<file path="src/rtl/llrb_pkg.sv">
package llrb_pkg;

   // Ring geometry
   localparam int RING_BYTES    = 8192;
   localparam int PTR_W         = $clog2(RING_BYTES);
   localparam int HELD_W        = $clog2(RING_BYTES + 1);

   // Pop limit: at most MAX_POP_LIMIT - 1 text bytes per line
   localparam int MAX_POP_LIMIT = 64;
   localparam int LIMIT_W       = 7;
   localparam int TEXT_W        = $clog2(MAX_POP_LIMIT);

   localparam int BYTE_W        = 8;
   localparam int DROP_W        = 32;

   // Opcodes
   localparam logic OP_PUSH = 1'b0;
   localparam logic OP_POP  = 1'b1;

   localparam logic [BYTE_W-1:0] NEWLINE_CODE = 8'h0A;

   // Classified command as it sits in the queue
   typedef struct packed {
      logic              is_pop;
      logic [BYTE_W-1:0] data_byte;
      logic              end_of_message;
      logic [TEXT_W-1:0] text_max;
   } cmd_type;

   // Number of text bytes a pop may emit for a given caller limit
   function automatic logic [TEXT_W-1:0] text_budget(input logic [LIMIT_W-1:0] limit);
      logic [TEXT_W-1:0] budget;
      if (limit > LIMIT_W'(MAX_POP_LIMIT)) begin
         budget = TEXT_W'(MAX_POP_LIMIT - 1);
      end else if (limit == '0) begin
         budget = '0;
      end else begin
         budget = TEXT_W'(limit - LIMIT_W'(1));
      end
      return budget;
   endfunction

   // Ring pointer advance with wrap
   function automatic logic [PTR_W-1:0] ptr_next(input logic [PTR_W-1:0] ptr);
      logic [PTR_W-1:0] nxt;
      if (ptr == PTR_W'(RING_BYTES - 1)) begin
         nxt = '0;
      end else begin
         nxt = ptr + PTR_W'(1);
      end
      return nxt;
   endfunction

endpackage

</file>
<file path="src/rtl/llrb_front.sv">
module llrb_front (
   input  logic                          clock,
   input  logic                          reset,
   input  logic                          req_valid,
   output logic                          req_ready,
   input  logic                          req_opcode,
   input  logic [llrb_pkg::BYTE_W-1:0]   req_data_byte,
   input  logic                          req_end_of_message,
   input  logic [llrb_pkg::LIMIT_W-1:0]  req_pop_limit,
   output logic                          cmd_valid,
   output llrb_pkg::cmd_type             cmd,
   input  logic                          cmd_take
);

   localparam int DEPTH = 2;
   localparam int IDX_W = $clog2(DEPTH);
   localparam int CNT_W = $clog2(DEPTH + 1);

   llrb_pkg::cmd_type       entry_ff [DEPTH];
   llrb_pkg::cmd_type       new_cmd;
   logic [IDX_W-1:0]        wr_idx_ff, wr_idx_in;
   logic [IDX_W-1:0]        rd_idx_ff, rd_idx_in;
   logic [CNT_W-1:0]        count_ff, count_in;
   logic                    push_q;
   logic                    pop_q;

   // Classify the incoming item
   always_comb begin
      new_cmd.is_pop         = (req_opcode == llrb_pkg::OP_POP);
      new_cmd.data_byte      = req_data_byte;
      new_cmd.end_of_message = req_end_of_message;
      new_cmd.text_max       = llrb_pkg::text_budget(req_pop_limit);
   end

   assign req_ready = (count_ff != CNT_W'(DEPTH));
   assign cmd_valid = (count_ff != '0);
   assign cmd       = entry_ff[rd_idx_ff];
   assign push_q    = req_valid && req_ready;
   assign pop_q     = cmd_take && cmd_valid;

   // Queue pointers
   always_comb begin
      wr_idx_in = wr_idx_ff;
      rd_idx_in = rd_idx_ff;
      count_in  = count_ff;
      if (push_q) begin
         wr_idx_in = (wr_idx_ff == IDX_W'(DEPTH - 1)) ? '0 : wr_idx_ff + IDX_W'(1);
      end
      if (pop_q) begin
         rd_idx_in = (rd_idx_ff == IDX_W'(DEPTH - 1)) ? '0 : rd_idx_ff + IDX_W'(1);
      end
      if (push_q && !pop_q) begin
         count_in = count_ff + CNT_W'(1);
      end else if (pop_q && !push_q) begin
         count_in = count_ff - CNT_W'(1);
      end
   end

   always_ff @(posedge clock) begin
      if (reset) begin
         wr_idx_ff <= '0;
         rd_idx_ff <= '0;
         count_ff  <= '0;
      end else begin
         wr_idx_ff <= wr_idx_in;
         rd_idx_ff <= rd_idx_in;
         count_ff  <= count_in;
      end
   end

   // Queue storage
   always_ff @(posedge clock) begin
      if (push_q) begin
         entry_ff[wr_idx_ff] <= new_cmd;
      end
   end

endmodule

</file>
<file path="config.mk">
export PLATFORM = sky130hd
export DESIGN_NAME = llrb_front
export DESIGN_NICKNAME = d
export VERILOG_FILES = /design/src/rtl/llrb_pkg.sv /design/src/rtl/llrb_front.sv
export SDC_FILE = /design/constraint.sdc
export NUM_CORES = 1
export LEC_CHECK = 0
export BUFFER_PORTS_ARGS = -buffer_cell sky130_fd_sc_hd__buf_2
export CORE_AREA = 5 5 57 97
export CTS_CLUSTER_SIZE = 24
export DETAILED_ROUTE_END_ITERATION = 10
export DIE_AREA = 0 0 62 102
export PLACE_DENSITY_LB_ADDON = 0.12
export SLEW_MARGIN = 10
export SYNTH_ARGS = -nofsm -noshare
export SYNTH_HDL_FRONTEND = slang
export SYNTH_SLANG_ARGS = --single-unit
</file>
<file path="constraint.sdc">
create_clock -name clock -period 2.3 [get_ports clock]
set_clock_uncertainty 0.1 [all_clocks]
set_input_delay 0.46 -clock clock [delete_from_list [all_inputs] [get_ports clock]]
set_output_delay 0.46 -clock clock [all_outputs]
set_load 0.01 [all_outputs]
</file>
# Yosys cells after proc, flatten, opt, wreduce, memory -nomap -nowiden
# Memory sizes are Yosys's and may differ from the RTL's. A register that Yosys moved wholly into a read port is not among the register bits.
# Index checks and enable logic that the tools add are counted.
[op_classes] muxes=10 reduce_logical=9 addsub=5 n_lt_le_gt_ge=1 eq_ne=1
[ops] op="$mux W6" n=2
[ops] op="$gt A7 B7 Y1 const B" n=1
[ops] op="$logic_not A7 Y1" n=1
[ops] op="$mux W1" n=6
[ops] op="$sub A6 B1 Y6 const B" n=1
[ops] op="$logic_and A1 B1 Y1" n=4
[ops] op="$mux W2" n=2
[ops] op="$reduce_bool A2 Y1" n=2
[ops] op="$add A1 B1 Y1 const B" n=2
[ops] op="$add A2 B1 Y2 const B" n=1
[ops] op="$logic_not A1 Y1" n=2
[ops] op="$ne A2 B2 Y1 const B" n=1
[ops] op="$sub A2 B1 Y2 const B" n=1
[word_totals] register_bits=4 ram_bits=32 mem_count=1
[mem_list] name="entry_ff" depth=2 width=16 rd=1 rd_ports_with_merged_regs=1 wr=1 line_no="llrb_front.sv:19" rtl="llrb_pkg::cmd_type entry_ff [DEPTH];"

# Longest topological paths before layout
# Gate-level depths: netlist of run 1.
[logic_depth] depth_word=6 ltp_mapped=6

# Worst setup path before layout of run 1
# No wires, ideal clock.
[synth_timing] path_type="register -> register" start="reg count_ff[0]" end="reg count_ff[1]" stages_incl_launch_ff=6 setup_time_ps=70 slack_ps=595 arrival_time_ps=1535 path_cell_list="dfxtp_1 -> nand2b_1 -> and2_1 -> ha_1 -> or3_1 -> a21oi_1"
[synth_between] elab_chain_len=5 elab_cells_between_ends=13 cone_classes="add/sub (2); eq/ne (1); mux (2); reduce/logical (8)"
[synth_rtl] element="start, declared" line_no="llrb_front.sv:23" rtl="logic [CNT_W-1:0] count_ff, count_in;"
[synth_rtl] element="start signal, assigned" line_no="llrb_front.sv:67" rtl="count_ff <= count_in;"
[synth_rtl] element="$ne A2 B2 Y1 *" line_no="llrb_front.sv:35" rtl="assign req_ready = (count_ff != CNT_W'(DEPTH));"
[synth_rtl] element="via req_ready" line_no="llrb_front.sv:5" rtl="output logic req_ready,"
[synth_rtl] element="$logic_and A1 B1 Y1 *" line_no="llrb_front.sv:38" rtl="assign push_q = req_valid && req_ready;"
[synth_rtl] element="via push_q" line_no="llrb_front.sv:24" rtl="logic push_q;"
[synth_rtl] element="$logic_not A1 Y1" line_no="llrb_front.sv:54" rtl="end else if (pop_q && !push_q) begin"
[synth_rtl] element="$logic_and A1 B1 Y1" line_no="llrb_front.sv:54"
[synth_rtl] element="$reduce_bool A2 Y1 (no line)"
# Mark *: on every way through the listed nets, which the timed path passes. The rest lies on a longest branch. The select of a mux whose other input is x is not followed.
# A chain may end at the register's enable or synchronous reset.

==> metrics.sh, run 1 <==
SETUP_VIOL=0
DIE_AREA_UM2=6324
NETLIST.AREA_LEADER.SHARE_PCT=61.29
COUNT_OF_SYNTHESIS_STAGE_WARNINGS_FROM_YOSYS=0
GRT_START_MAX_NET_PINS=17
HOLD_CRITICAL_PATH_ENDPOINT='entry_ff[0][14]'
CRIT_PATH_MAX_INCR_DELAY_PS=350
YS_SEQ_AREA_SHARE_PCT=67.68
OVERFLOW=0
HOLDCRITSTARTPOINT='req_data_byte[7]'
CLOCK_TREE_FROM_TRITONCTS='yes'
CTS_SETUP_BUFFERS=0
MAX_CAP_VIOLATIONS=0
INITIAL_CORE_UTIL_PCT=33.90
DRC=0
FLOORPLAN.DIE.HEIGHT_UM=102
DETAIL_ROUTE_ANTENNA_NETS=0
LAYOUT_COMMONEST_CELL='buf_2'
WORST_R2R_STARTPOINT='count_ff[0]'
ROUTED-VIA-COUNT=947
MAXCLOCKFREQUENCY_MHz=536.4
RSZ0062_AT_GRT='no'
WORST_SLEW_MARGIN_REL_PCT=76.83
UNIQUE_CELL_TYPE_COUNT_IN_THE_YOSYS_NETLIST=27
POST_CTS_HOLD_BUFFER_COUNT=0
ANTENNADIODECOUNT=0
POST_SYNTHESIS_CELL_AREA_UM2=1568
DETAILED_PLACE_HPWL_UM=2174
CTS-BUFFERS-INSERTED=5
NUMCLOCKSINKS=37
SETUP.WORST_PATH.END_CLASS='output pin'
DRT-INITIAL-DRC-COUNT=11
DESIGN.FINAL.NETS=169
REG2REGPATHDEPTH=5
MOST_FREQUENT_CELLS_IN_THE_LAYOUT='buf_2, edfxtp_1, mux2_2'
IO_BUFFER_COUNT=38
POWER_DENSITY_nW_PER_UM2=953.4
WORST-PATH-BUF-INV=2
CTS.CLK_SLEW.WORST_PATHS_PS=70
DIE_WIDTH_UM=62
SYNTH_FF_TYPE='edfxtp_1'
REG2REG_SETUP_SLACK_PS=540
CRIT_PATH_MAX_FANOUT=10
PLACEMENT_ROWS=33
FINALWIRELENGTH_UM=2794
DRIVE_ABOVE_1_SHARE_PCT=47.26
ROUTED_WIRE_LENGTH_PER_INSTANCE_UM=14.11
MAXIMUM_VDD_IR_DROP_V=0.0004934
CLOCK_TREE.ROOT_CELL='clkbuf_8'
UTILIZATION_PCT=41.61
SYNTH-EDFF-COUNT=32
FINALWORSTPATHREQUIREDPERIOD_PS=1864
TIMING.SETUP.CRITICAL_PATH_CLASS='reg2out'
START_KIND='flip-flop'
GRT_FIRST_PASS_WIRELENGTH_UM=4340
CRITICAL_PATH.CELL_CHAIN='buf_4, mux2_2, buf_2'
REQUIRED_PS=1740
HOLD_PATH_CLASS='in2reg'
FINAL.SETUP.TNS_PS=0
NETLIST_INSTANCES=98
SYN_AREA_PER_CELL_UM2=16.00
CPLARGESTDELAYFAMILY='multiplexers'
FIRST_GLOBAL_VIAS=1003
POWER_LEAKAGE_nW=0.7214
R2R_END='count_ff[1]'
HOLDPATHSTAGES=1
SYNTHDOMINANTAREACELLTYPE='edfxtp_1'
SYNTH.AREA.TOP_CELLS='edfxtp_1, mux2_2, dfxtp_1, ha_1, a21oi_1'
FINAL.HOLD.WORST_SLACK_PS=265.7
POSTSYNTHREGISTERBITS=37
POSTCTSRESIZEDCELLS=0
NUM_IO_PINS=39
CORE-AREA_UM2=4624
CRITPATHARRIVALTIME_PS=1300
AREA.GROWTH.SYNTH_TO_FINAL_PCT=22.75
YS_ASYNC_SR_FRACTION_PCT=0
TIMING.FINAL.HOLD_VIOLATIONS=0
RUN_STATUS='completed'
SYN-NUM-NETS=122
CTS-ROOT-TO-SINK-BUFFERS=2
GROUTE.USAGE.OVERALL_PCT=9.624
AVGVIACOUNTPERCELL=4.783
CPMAXSTAGEDELAYCELL='mux2_2'
CLOCK_TREE.HTREE_LEVEL_COUNT=2
GRT_ANTENNA_BEFORE_REPAIR=0
WORST_SLEW_PIN_SLEW_PS=343.9
DRT-PASS1-ITER-COUNT=2
REPORT.FINAL.SLEW_VIOL_COUNT=0
CLKLATENCYLATEPIN_PS=280
FINAL_GP_CONGESTION=0.8217
FINAL_PERIOD_UTILIZATION_PCT=81.06
## stage by stage
step	setup WS, ps	total power, mW	std cells	area, um^2
2_1_floorplan	594.9	1.239	98	1568
3_3_place_gp	527.6	1.438	190	1843
3_5_place_dp	470.3	1.454	190	1843
4_1_cts	391.4	1.878	198	1924
5_1_grt	351.9	1.955	198	1924
6_report	435.6	1.835	198	1924
## logic make-up (layout without fill, tap and decap cells)
family	Yosys count	after routing	synth area share, %
AOI/OAI and AO/OA	15	15	6.384
adders and majority gates	3	3	2.395
xor gates and xnor gates	6	6	3.353
muxes	16	16	11.49
buffers and inverters	6	54	1.596
and+or+nand+nor	15	15	7.104
DFF	37	37	67.68
## synth_stat cells (2+ instances only)
cell and n:
inv_1 4, xor2_1 3, xnor2_1 3, nor2_1 3
mux2_2 16, ha_1 3, a21oi_1 7, edfxtp_1 32
o21ai_0 3, dfxtp_1 5, o21ai_1 2, buf_2 2
## worst max path at each step
stage	start	endpoint	slack (ps)	cells after the start
6_report	flip-flop	cmd[12]	440	3
5_1_grt	flip-flop	cmd[8]	350	3
4_1_cts	flip-flop	cmd[12]	390	3
3_5_place_dp	req_pop_limit[0]	entry_ff[1][2]	470	6
3_3_place_gp	req_pop_limit[3]	entry_ff[0][3]	530	4
2_1_floorplan	count_ff[0]	count_ff[1]	590	5
## power breakdown
part	internal [mW]	switching, mW
combinational	0.263	0.278
clock	0.204	0.211
sequential	0.844	0.0353
total	1.31	0.524
## flip-flops by register name, summed over array words and instances, names as in the netlist, named ones only
signal     count
wr_idx_ff      1
count_ff       2
rd_idx_ff      1
entry_ff      32
## layer usage
metal | global-route usage (%) | wire, um | vias up
li1 | - | - | 465
met1 | 9.003 | 949 | 451
met2 | 16.93 | 1585 | 27
met5 | 0 | 0 | -
met4 | 5.392 | 44 | 0
met3 | 3.666 | 213 | 4
## final cells by class
type | instances | area [um^2]
well taps | 52 | 65.06
clock buffers | 5 | 68.82
flip-flops and latches | 37 | 1061
repair buffers | 42 | 220.2
inverters | 4 | 15.01
fillers | 456 | 2700
clock inverters | 3 | 12.51
multi-input cells | 55 | 481.7
(Power assumes the default switching activity.)
==> run 2, diff against run 1 <==
==> constraint.sdc (replaced) <==
create_clock -name clock -period 1.8 [get_ports clock]
set_clock_uncertainty 0.1 [all_clocks]
set_input_delay 0.36 -clock clock [delete_from_list [all_inputs] [get_ports clock]]
set_output_delay 0.36 -clock clock [all_outputs]
set_load 0.01 [all_outputs]
==> run 2 against run 1 <==
Net effect: count of clock-buffer cells in the layout increased by 1; sequential cell count stayed put; highest routed layer unchanged; hold slack got worse by 96 ps; routed wire length is 0.79% higher; clock power is 26% higher; critical endpoint is now cmd[2].
==> metrics.sh, run 2 (synthesis gave the netlist of run 1 again) <==
REPORT.FINAL.SLEW_VIOL_COUNT=0  # unchanged
CLOCK_POWER_SHARE_PCT=22.0  # -0.6 points
REGISTERS.TOP_BY_FF_COUNT='entry_ff'
FIN_CELLS=199  # +0.51%
GRT_START_MAX_NET_PINS=11  # -6
MET2_WIRELENGTH_UM=1602  # +1.1%
NUMBER_OF_FLIP_FLOPS_IN_THE_LARGEST_REGISTER=32  # unchanged
FINAL_PERIOD_UTILIZATION_PCT=96.21
SETUP.WORST_PATH.END_CLASS='output pin'
P_TOTAL_mW=2.368  # +29%
CTS_SETUP_BUFFERS=0  # unchanged
REQUIRED_PS=1340  # -400 ps
DRT-INITIAL-DRC-COUNT=12  # +1
GROUTE.USAGE.OVERALL_PCT=9.606  # -0.018 points
RSZ0062_AT_GRT='yes'
MET3_LENGTH_UM=177  # -17%
POST_CTS_HOLD_BUFFER_COUNT=0  # unchanged
CLOCK_TREE.ROOT_CELL='clkbuf_8'
CLKLATENCYLATEPIN_PS=280  # about the same
INITIAL_CORE_UTIL_PCT=33.90  # unchanged
RUN_STATUS='completed'
ANTENNADIODECOUNT=0  # unchanged
NUMPLACEDINSTANCES=192  # +1.1%
POWER_LEAKAGE_nW=0.7315  # +1.4%
REG2REGPATHDEPTH=5  # unchanged
DRT-PASS1-ITER-COUNT=3  # +1
OVERFLOW=0  # unchanged
DIE_WIDTH_UM=62  # unchanged
DIE_AREA_UM2=6324  # unchanged
GRT_FIRST_PASS_WIRELENGTH_UM=4360  # +0.46%
FINALWIRELENGTH_UM=2816  # +0.79%
MOST_FREQUENT_CELLS_IN_THE_LAYOUT='buf_2, edfxtp_1, mux2_2'
GRT_ANTENNA_BEFORE_REPAIR=0  # unchanged
NUM_IO_PINS=39  # unchanged
CTS.CLK_SLEW.WORST_PATHS_PS=70  # about the same
P_INT_mW=1.701  # +30%
CLOCK_TREE.HTREE_LEVEL_COUNT=2  # unchanged
MAXCLOCKFREQUENCY_MHz=577.4
ROUTED_WIRE_LENGTH_PER_INSTANCE_UM=14.15  # +0.28%
ROUTED-VIA-COUNT=940  # -0.74%
M1WIRELENGTH_UM=975  # +2.7%
DRIVE_ABOVE_1_SHARE_PCT=48.30  # +1.0 points
DETAILED_PLACE_HPWL_UM=2240  # +3.0%
AVGVIACOUNTPERCELL=4.724  # -1.2%
SW_FRAC_OF_TOTAL_PCT=28.16  # -0.38 points
CRIT_PATH_MAX_FANOUT=6  # -4
START_KIND='flip-flop'
LAYOUT_COMMONEST_CELL='buf_2'
MAX_CAP_VIOLATIONS=0  # unchanged
TIMING.FINAL.HOLD_VIOLATIONS=0  # unchanged
WORST_SLEW_MARGIN_REL_PCT=77.76  # +0.93 points
POWER.SHARE.SEQUENTIAL_PCT=47.8  # about the same
FINAL_GP_CONGESTION=0.7512  # -8.6%
IO_BUFFER_COUNT=38  # unchanged
CTS-BUFFERS-INSERTED=5  # unchanged
MAXIMUM_VDD_IR_DROP_V=0.0005898  # +20%
NUMCLOCKSINKS=37  # unchanged
WORST_SLEW_PIN_SLEW_PS=331.1  # -12.84 ps
FIN_AREA_UM2=1946  # +1.1%
DRC=0  # unchanged
FILLERS=467  # +2.4%
UTILIZATION_PCT=42.07  # +0.46 points
TIMING.SETUP.CRITICAL_PATH_CLASS='reg2out'
CRITPATHARRIVALTIME_PS=1270  # -30 ps
DETAIL_ROUTE_ANTENNA_NETS=0  # unchanged
FIRST_GLOBAL_VIAS=977  # -2.6%
PLACEMENT_ROWS=33  # unchanged
CTS-ROOT-TO-SINK-BUFFERS=2  # unchanged
CLOCK_TREE_FROM_TRITONCTS='yes'
FINALWORSTPATHREQUIREDPERIOD_PS=1732
REG_TOP3='entry_ff: 32 flops, count_ff: 2 flops'
POWER_FRAC_COMB_PCT=30.1  # +0.6 points
POWER_DENSITY_nW_PER_UM2=1217  # +28%
SWITCHING_POWER_mW=0.6667  # +27%
AREA.GROWTH.SYNTH_TO_FINAL_PCT=24.10
HOLDPATHSTAGES=1  # unchanged
HIGHEST_LAYER='met4'
HOLD_PATH_CLASS='in2reg'
CORE-AREA_UM2=4624  # unchanged
DESIGN.FINAL.NETS=171  # +1.2%
SETUP_VIOL=0  # unchanged
FLOORPLAN.DIE.HEIGHT_UM=102  # unchanged
PLACE_AREA_UM2=1858  # +0.81%
## run 2: cell count changes in the layout (fill, tap and decap cells not counted)
cell      change
nand2b_1      -1
clkinv_1      -1
nand2b_4      +1
buf_6         +1
clkbuf_1      +1
clkinv_2      -1
buf_4         +1
## run 2: final timing paths
path               startpoint              end  slack, ps
max                 flip-flop           cmd[2]         70
min          req_data_byte[3]  entry_ff[0][10]        170
max reg2reg       count_ff[0]      count_ff[1]        110
min reg2reg         rd_idx_ff        rd_idx_ff        410
## run 2: final cells by class
cell class                 count  area, um^2  area share [%]
clock buffer                   6       72.57           3.730
tap                           52       65.06           3.344
inverter                       4       15.01          0.7717
multi-input combinational     55       489.2           25.14
sequential                    37        1061           54.53
clock inverter                 1       3.754          0.1929
timing repair buffer          44       239.0           12.28
## run 2: routing by layer
metal	up-vias	GRT usage, %
met1	447	9.186
met3	4	2.655
met4	0	5.882
met2	25	17.09
li1	464	-
met5	-	0
## run 2: critical path: stages, from the launching register on
cell and delay [ps]:
dfxtp_1 350, buf_4 160, mux2_2 340, buf_2 140
## run 2: what timing repair did
action / CTS / global route
hold endpoints to repair: 0 / 0
resized for setup: 0 / 2
setup endpoints to repair: 0 / 11
## run 2: power by group through the flow
stage,Combinational [mW],Sequential (mW),Clock (mW)
after floorplan,0.453,1.13,0
final,0.714,1.13,0.522
after CTS,0.725,1.13,0.547
after global routing,0.787,1.14,0.573
after detailed placement,0.720,1.14,0
after global placement,0.709,1.14,0
## run 2: through the flow
stage | hold WS [ps] | TNS (ps) | setup WS (ps)
floorplan | 329.1 | 0 | 94.92
detailed placement | 402.6 | 0 | 34.57
global placement | 389.1 | 0 | 87.85
CTS | 157.7 | 0 | 19.46
global route | 155.7 | -7.697 | -7.697
finish | 169.4 | 0 | 68.23
==> run 3, diff against run 2 <==
--- a/config.mk
+++ b/config.mk
@@ -7,9 +7,10 @@
 export LEC_CHECK = 0
 export BUFFER_PORTS_ARGS = -buffer_cell sky130_fd_sc_hd__buf_2
 export CORE_AREA = 5 5 57 97
-export CTS_CLUSTER_SIZE = 24
+export CTS_CLUSTER_SIZE = 10
 export DETAILED_ROUTE_END_ITERATION = 10
 export DIE_AREA = 0 0 62 102
+export MAX_ROUTING_LAYER = met4
 export PLACE_DENSITY_LB_ADDON = 0.12
 export SLEW_MARGIN = 10
 export SYNTH_ARGS = -nofsm -noshare
==> run 3 against run 2 <==
Net effect: clock power about the same; sequential power barely moved; setup slack hardly changed; global-route usage is 0.28 points higher; via count unchanged; die area unchanged; critical endpoint unchanged.
==> metrics.sh, run 3 (synthesis gave the netlist of run 1 again) <==
TIMING.FINAL.HOLD_VIOLATIONS=0  # unchanged
GRT_FIRST_PASS_WIRELENGTH_UM=4353  # -0.16%
SETUP_VIOL=0  # unchanged
REPORT.FINAL.SLEW_VIOL_COUNT=0  # unchanged
HOLDPATHSTAGES=1  # unchanged
REG2REGPATHDEPTH=5  # unchanged
RSZ0062_AT_GRT='yes'
PLACE_AREA_UM2=1858  # unchanged
CTS-ROOT-TO-SINK-BUFFERS=2  # unchanged
DETAIL_ROUTE_ANTENNA_NETS=0  # unchanged
NUMPLACEDINSTANCES=192  # unchanged
SETUP.WORST_PATH.END_CLASS='output pin'
CLOCK_TREE.ROOT_CELL='clkbuf_8'
WORST-PATH-BUF-INV=2  # unchanged
MOST_FREQUENT_CELLS_IN_THE_LAYOUT='buf_2, edfxtp_1, mux2_2'
CRITPATHARRIVALTIME_PS=1270  # about the same
CTS_SETUP_BUFFERS=0  # unchanged
REG2REG_SETUP_SLACK_PS=110  # about the same
POWER_DENSITY_nW_PER_UM2=1217  # about the same
MAXIMUM_VDD_IR_DROP_V=0.0005898  # about the same
DRC=0  # unchanged
WORST_SLEW_PIN_SLEW_PS=330.9  # -0.1551 ps
GRT_START_MAX_NET_PINS=11  # unchanged
GRT_ANTENNA_BEFORE_REPAIR=0  # unchanged
UTILIZATION_PCT=42.07  # unchanged
CP.DEPTH=3  # unchanged
DESIGN.FINAL.NETS=171  # unchanged
TIMING.SETUP.CRITICAL_PATH_CLASS='reg2out'
ROUTED-VIA-COUNT=940  # unchanged
CTS-BUFFERS-INSERTED=5  # unchanged
OVERFLOW=0  # unchanged
REG_TOP3='entry_ff: 32 flops, count_ff: 2 flops'
CLOCK_TREE.HTREE_LEVEL_COUNT=2  # unchanged
MAX_CAP_VIOLATIONS=0  # unchanged
HOLD_CRITICAL_PATH_ENDPOINT='entry_ff[0][10]'
IO_BUFFER_COUNT=38  # unchanged
DETAILED_PLACE_HPWL_UM=2240  # unchanged
AREA.GROWTH.SYNTH_TO_FINAL_PCT=24.10  # unchanged
CRIT_PATH_MAX_INCR_DELAY_PS=350  # about the same
CRIT_PATH_MAX_FANOUT=6  # unchanged
FIRST_GLOBAL_VIAS=978  # +0.10%
WORST_SLEW_MARGIN_REL_PCT=77.77  # about the same
REQUIRED_PS=1340  # about the same
POWER_LEAKAGE_nW=0.7315  # unchanged
FINAL_PERIOD_UTILIZATION_PCT=96.22  # about the same
CORE-AREA_UM2=4624  # unchanged
PLACEMENT_ROWS=33  # unchanged
ROUTED_WIRE_LENGTH_PER_INSTANCE_UM=14.14  # about the same
FLOORPLAN.DIE.HEIGHT_UM=102  # unchanged
INITIAL_CORE_UTIL_PCT=33.90  # unchanged
FIN_AREA_UM2=1946  # unchanged
FINALWIRELENGTH_UM=2814  # about the same
CPLARGESTDELAYFAMILY='flip-flops'
NUMCLOCKSINKS=37  # unchanged
CRITICAL_PATH.CELL_CHAIN='buf_4, mux2_2, buf_2'
FIN_CELLS=199  # unchanged
DIE_AREA_UM2=6324  # unchanged
START_KIND='flip-flop'
RUN_STATUS='completed'
CPMAXSTAGEDELAYCELL='dfxtp_1'
LAYOUT_COMMONEST_CELL='buf_2'
CTS.CLK_SLEW.WORST_PATHS_PS=70  # about the same
DRT-PASS1-ITER-COUNT=3  # unchanged
POSTCTSRESIZEDCELLS=0  # unchanged
CLKLATENCYLATEPIN_PS=280  # about the same
GROUTE.USAGE.OVERALL_PCT=9.882  # +0.28 points
DIE_WIDTH_UM=62  # unchanged
NUMBER_OF_FLIP_FLOPS_IN_THE_LARGEST_REGISTER=32  # unchanged
FINALWORSTPATHREQUIREDPERIOD_PS=1732  # +0.1477 ps
HOLD_PATH_CLASS='in2reg'
ANTENNADIODECOUNT=0  # unchanged
REGISTERS.TOP_BY_FF_COUNT='entry_ff'
DRT-INITIAL-DRC-COUNT=12  # unchanged
HOLDCRITSTARTPOINT='req_data_byte[3]'
WORST_R2R_STARTPOINT='count_ff[0]'
FINAL_GP_CONGESTION=0.7608  # +1.3%
R2R_END='count_ff[1]'
NUM_IO_PINS=39  # unchanged
MAXCLOCKFREQUENCY_MHz=577.4  # about the same
POST_CTS_HOLD_BUFFER_COUNT=0  # unchanged
AVGVIACOUNTPERCELL=4.724  # unchanged
DRIVE_ABOVE_1_SHARE_PCT=48.30  # unchanged
FILLERS=467  # unchanged
CLOCK_TREE_FROM_TRITONCTS='yes'
run 3: cell counts in the layout (fill, tap and decap cells not counted):
Identical to the previous run, type by type.
run 3: per-stage QoR:
stage	TNS (ps)	power, mW	hold slack (ps)	setup slack (ps)
finish	0	2.368	169.3	68.08
global route	-7.692	2.505	155.7	-7.692
CTS	0	2.397	157.7	19.46
detailed placement	0	1.865	402.6	34.57
global placement	0	1.847	389.1	87.85
floorplan	0	1.583	329.1	94.92
run 3: where the power goes:
group | switching, mW | total [mW] | leakage, nW | internal (mW)
Sequential | 0.0531 | 1.13 | 0.335 | 1.08
Combinational | 0.352 | 0.714 | 0.358 | 0.361
Clock | 0.261 | 0.522 | 0.0387 | 0.261
run 3: layer usage:
layer	wire [um]	part of all wire [%]	GRT usage, %
met4	59	2.1	5.882
met1	975	35	9.186
met2	1601	57	17.09
met3	178	6.3	2.655
met5	0	0	-
run 3: area by class of cell:
| class | instances | area [um^2] | area share, % |
|---|---|---|---|
| timing repair buffer | 44 | 239.0 | 12.28 |
| clock buffer | 6 | 72.57 | 3.730 |
| multi-input combinational | 55 | 489.2 | 25.14 |
| sequential | 37 | 1061 | 54.53 |
| clock inverter | 1 | 3.754 | 0.1929 |
| tap | 52 | 65.06 | 3.344 |
| inverter | 4 | 15.01 | 0.7717 |
run 3: how the worst max path moves through the flow:
stage / from / to / slack, ps
global route: flip-flop / cmd[5] / -8
finish: flip-flop / cmd[2] / 70
global placement: req_pop_limit[0] / entry_ff[0][2] / 90
CTS: flip-flop / cmd[12] / 20
detailed placement: req_pop_limit[0] / entry_ff[0][2] / 30
floorplan: count_ff[0] / count_ff[1] / 90
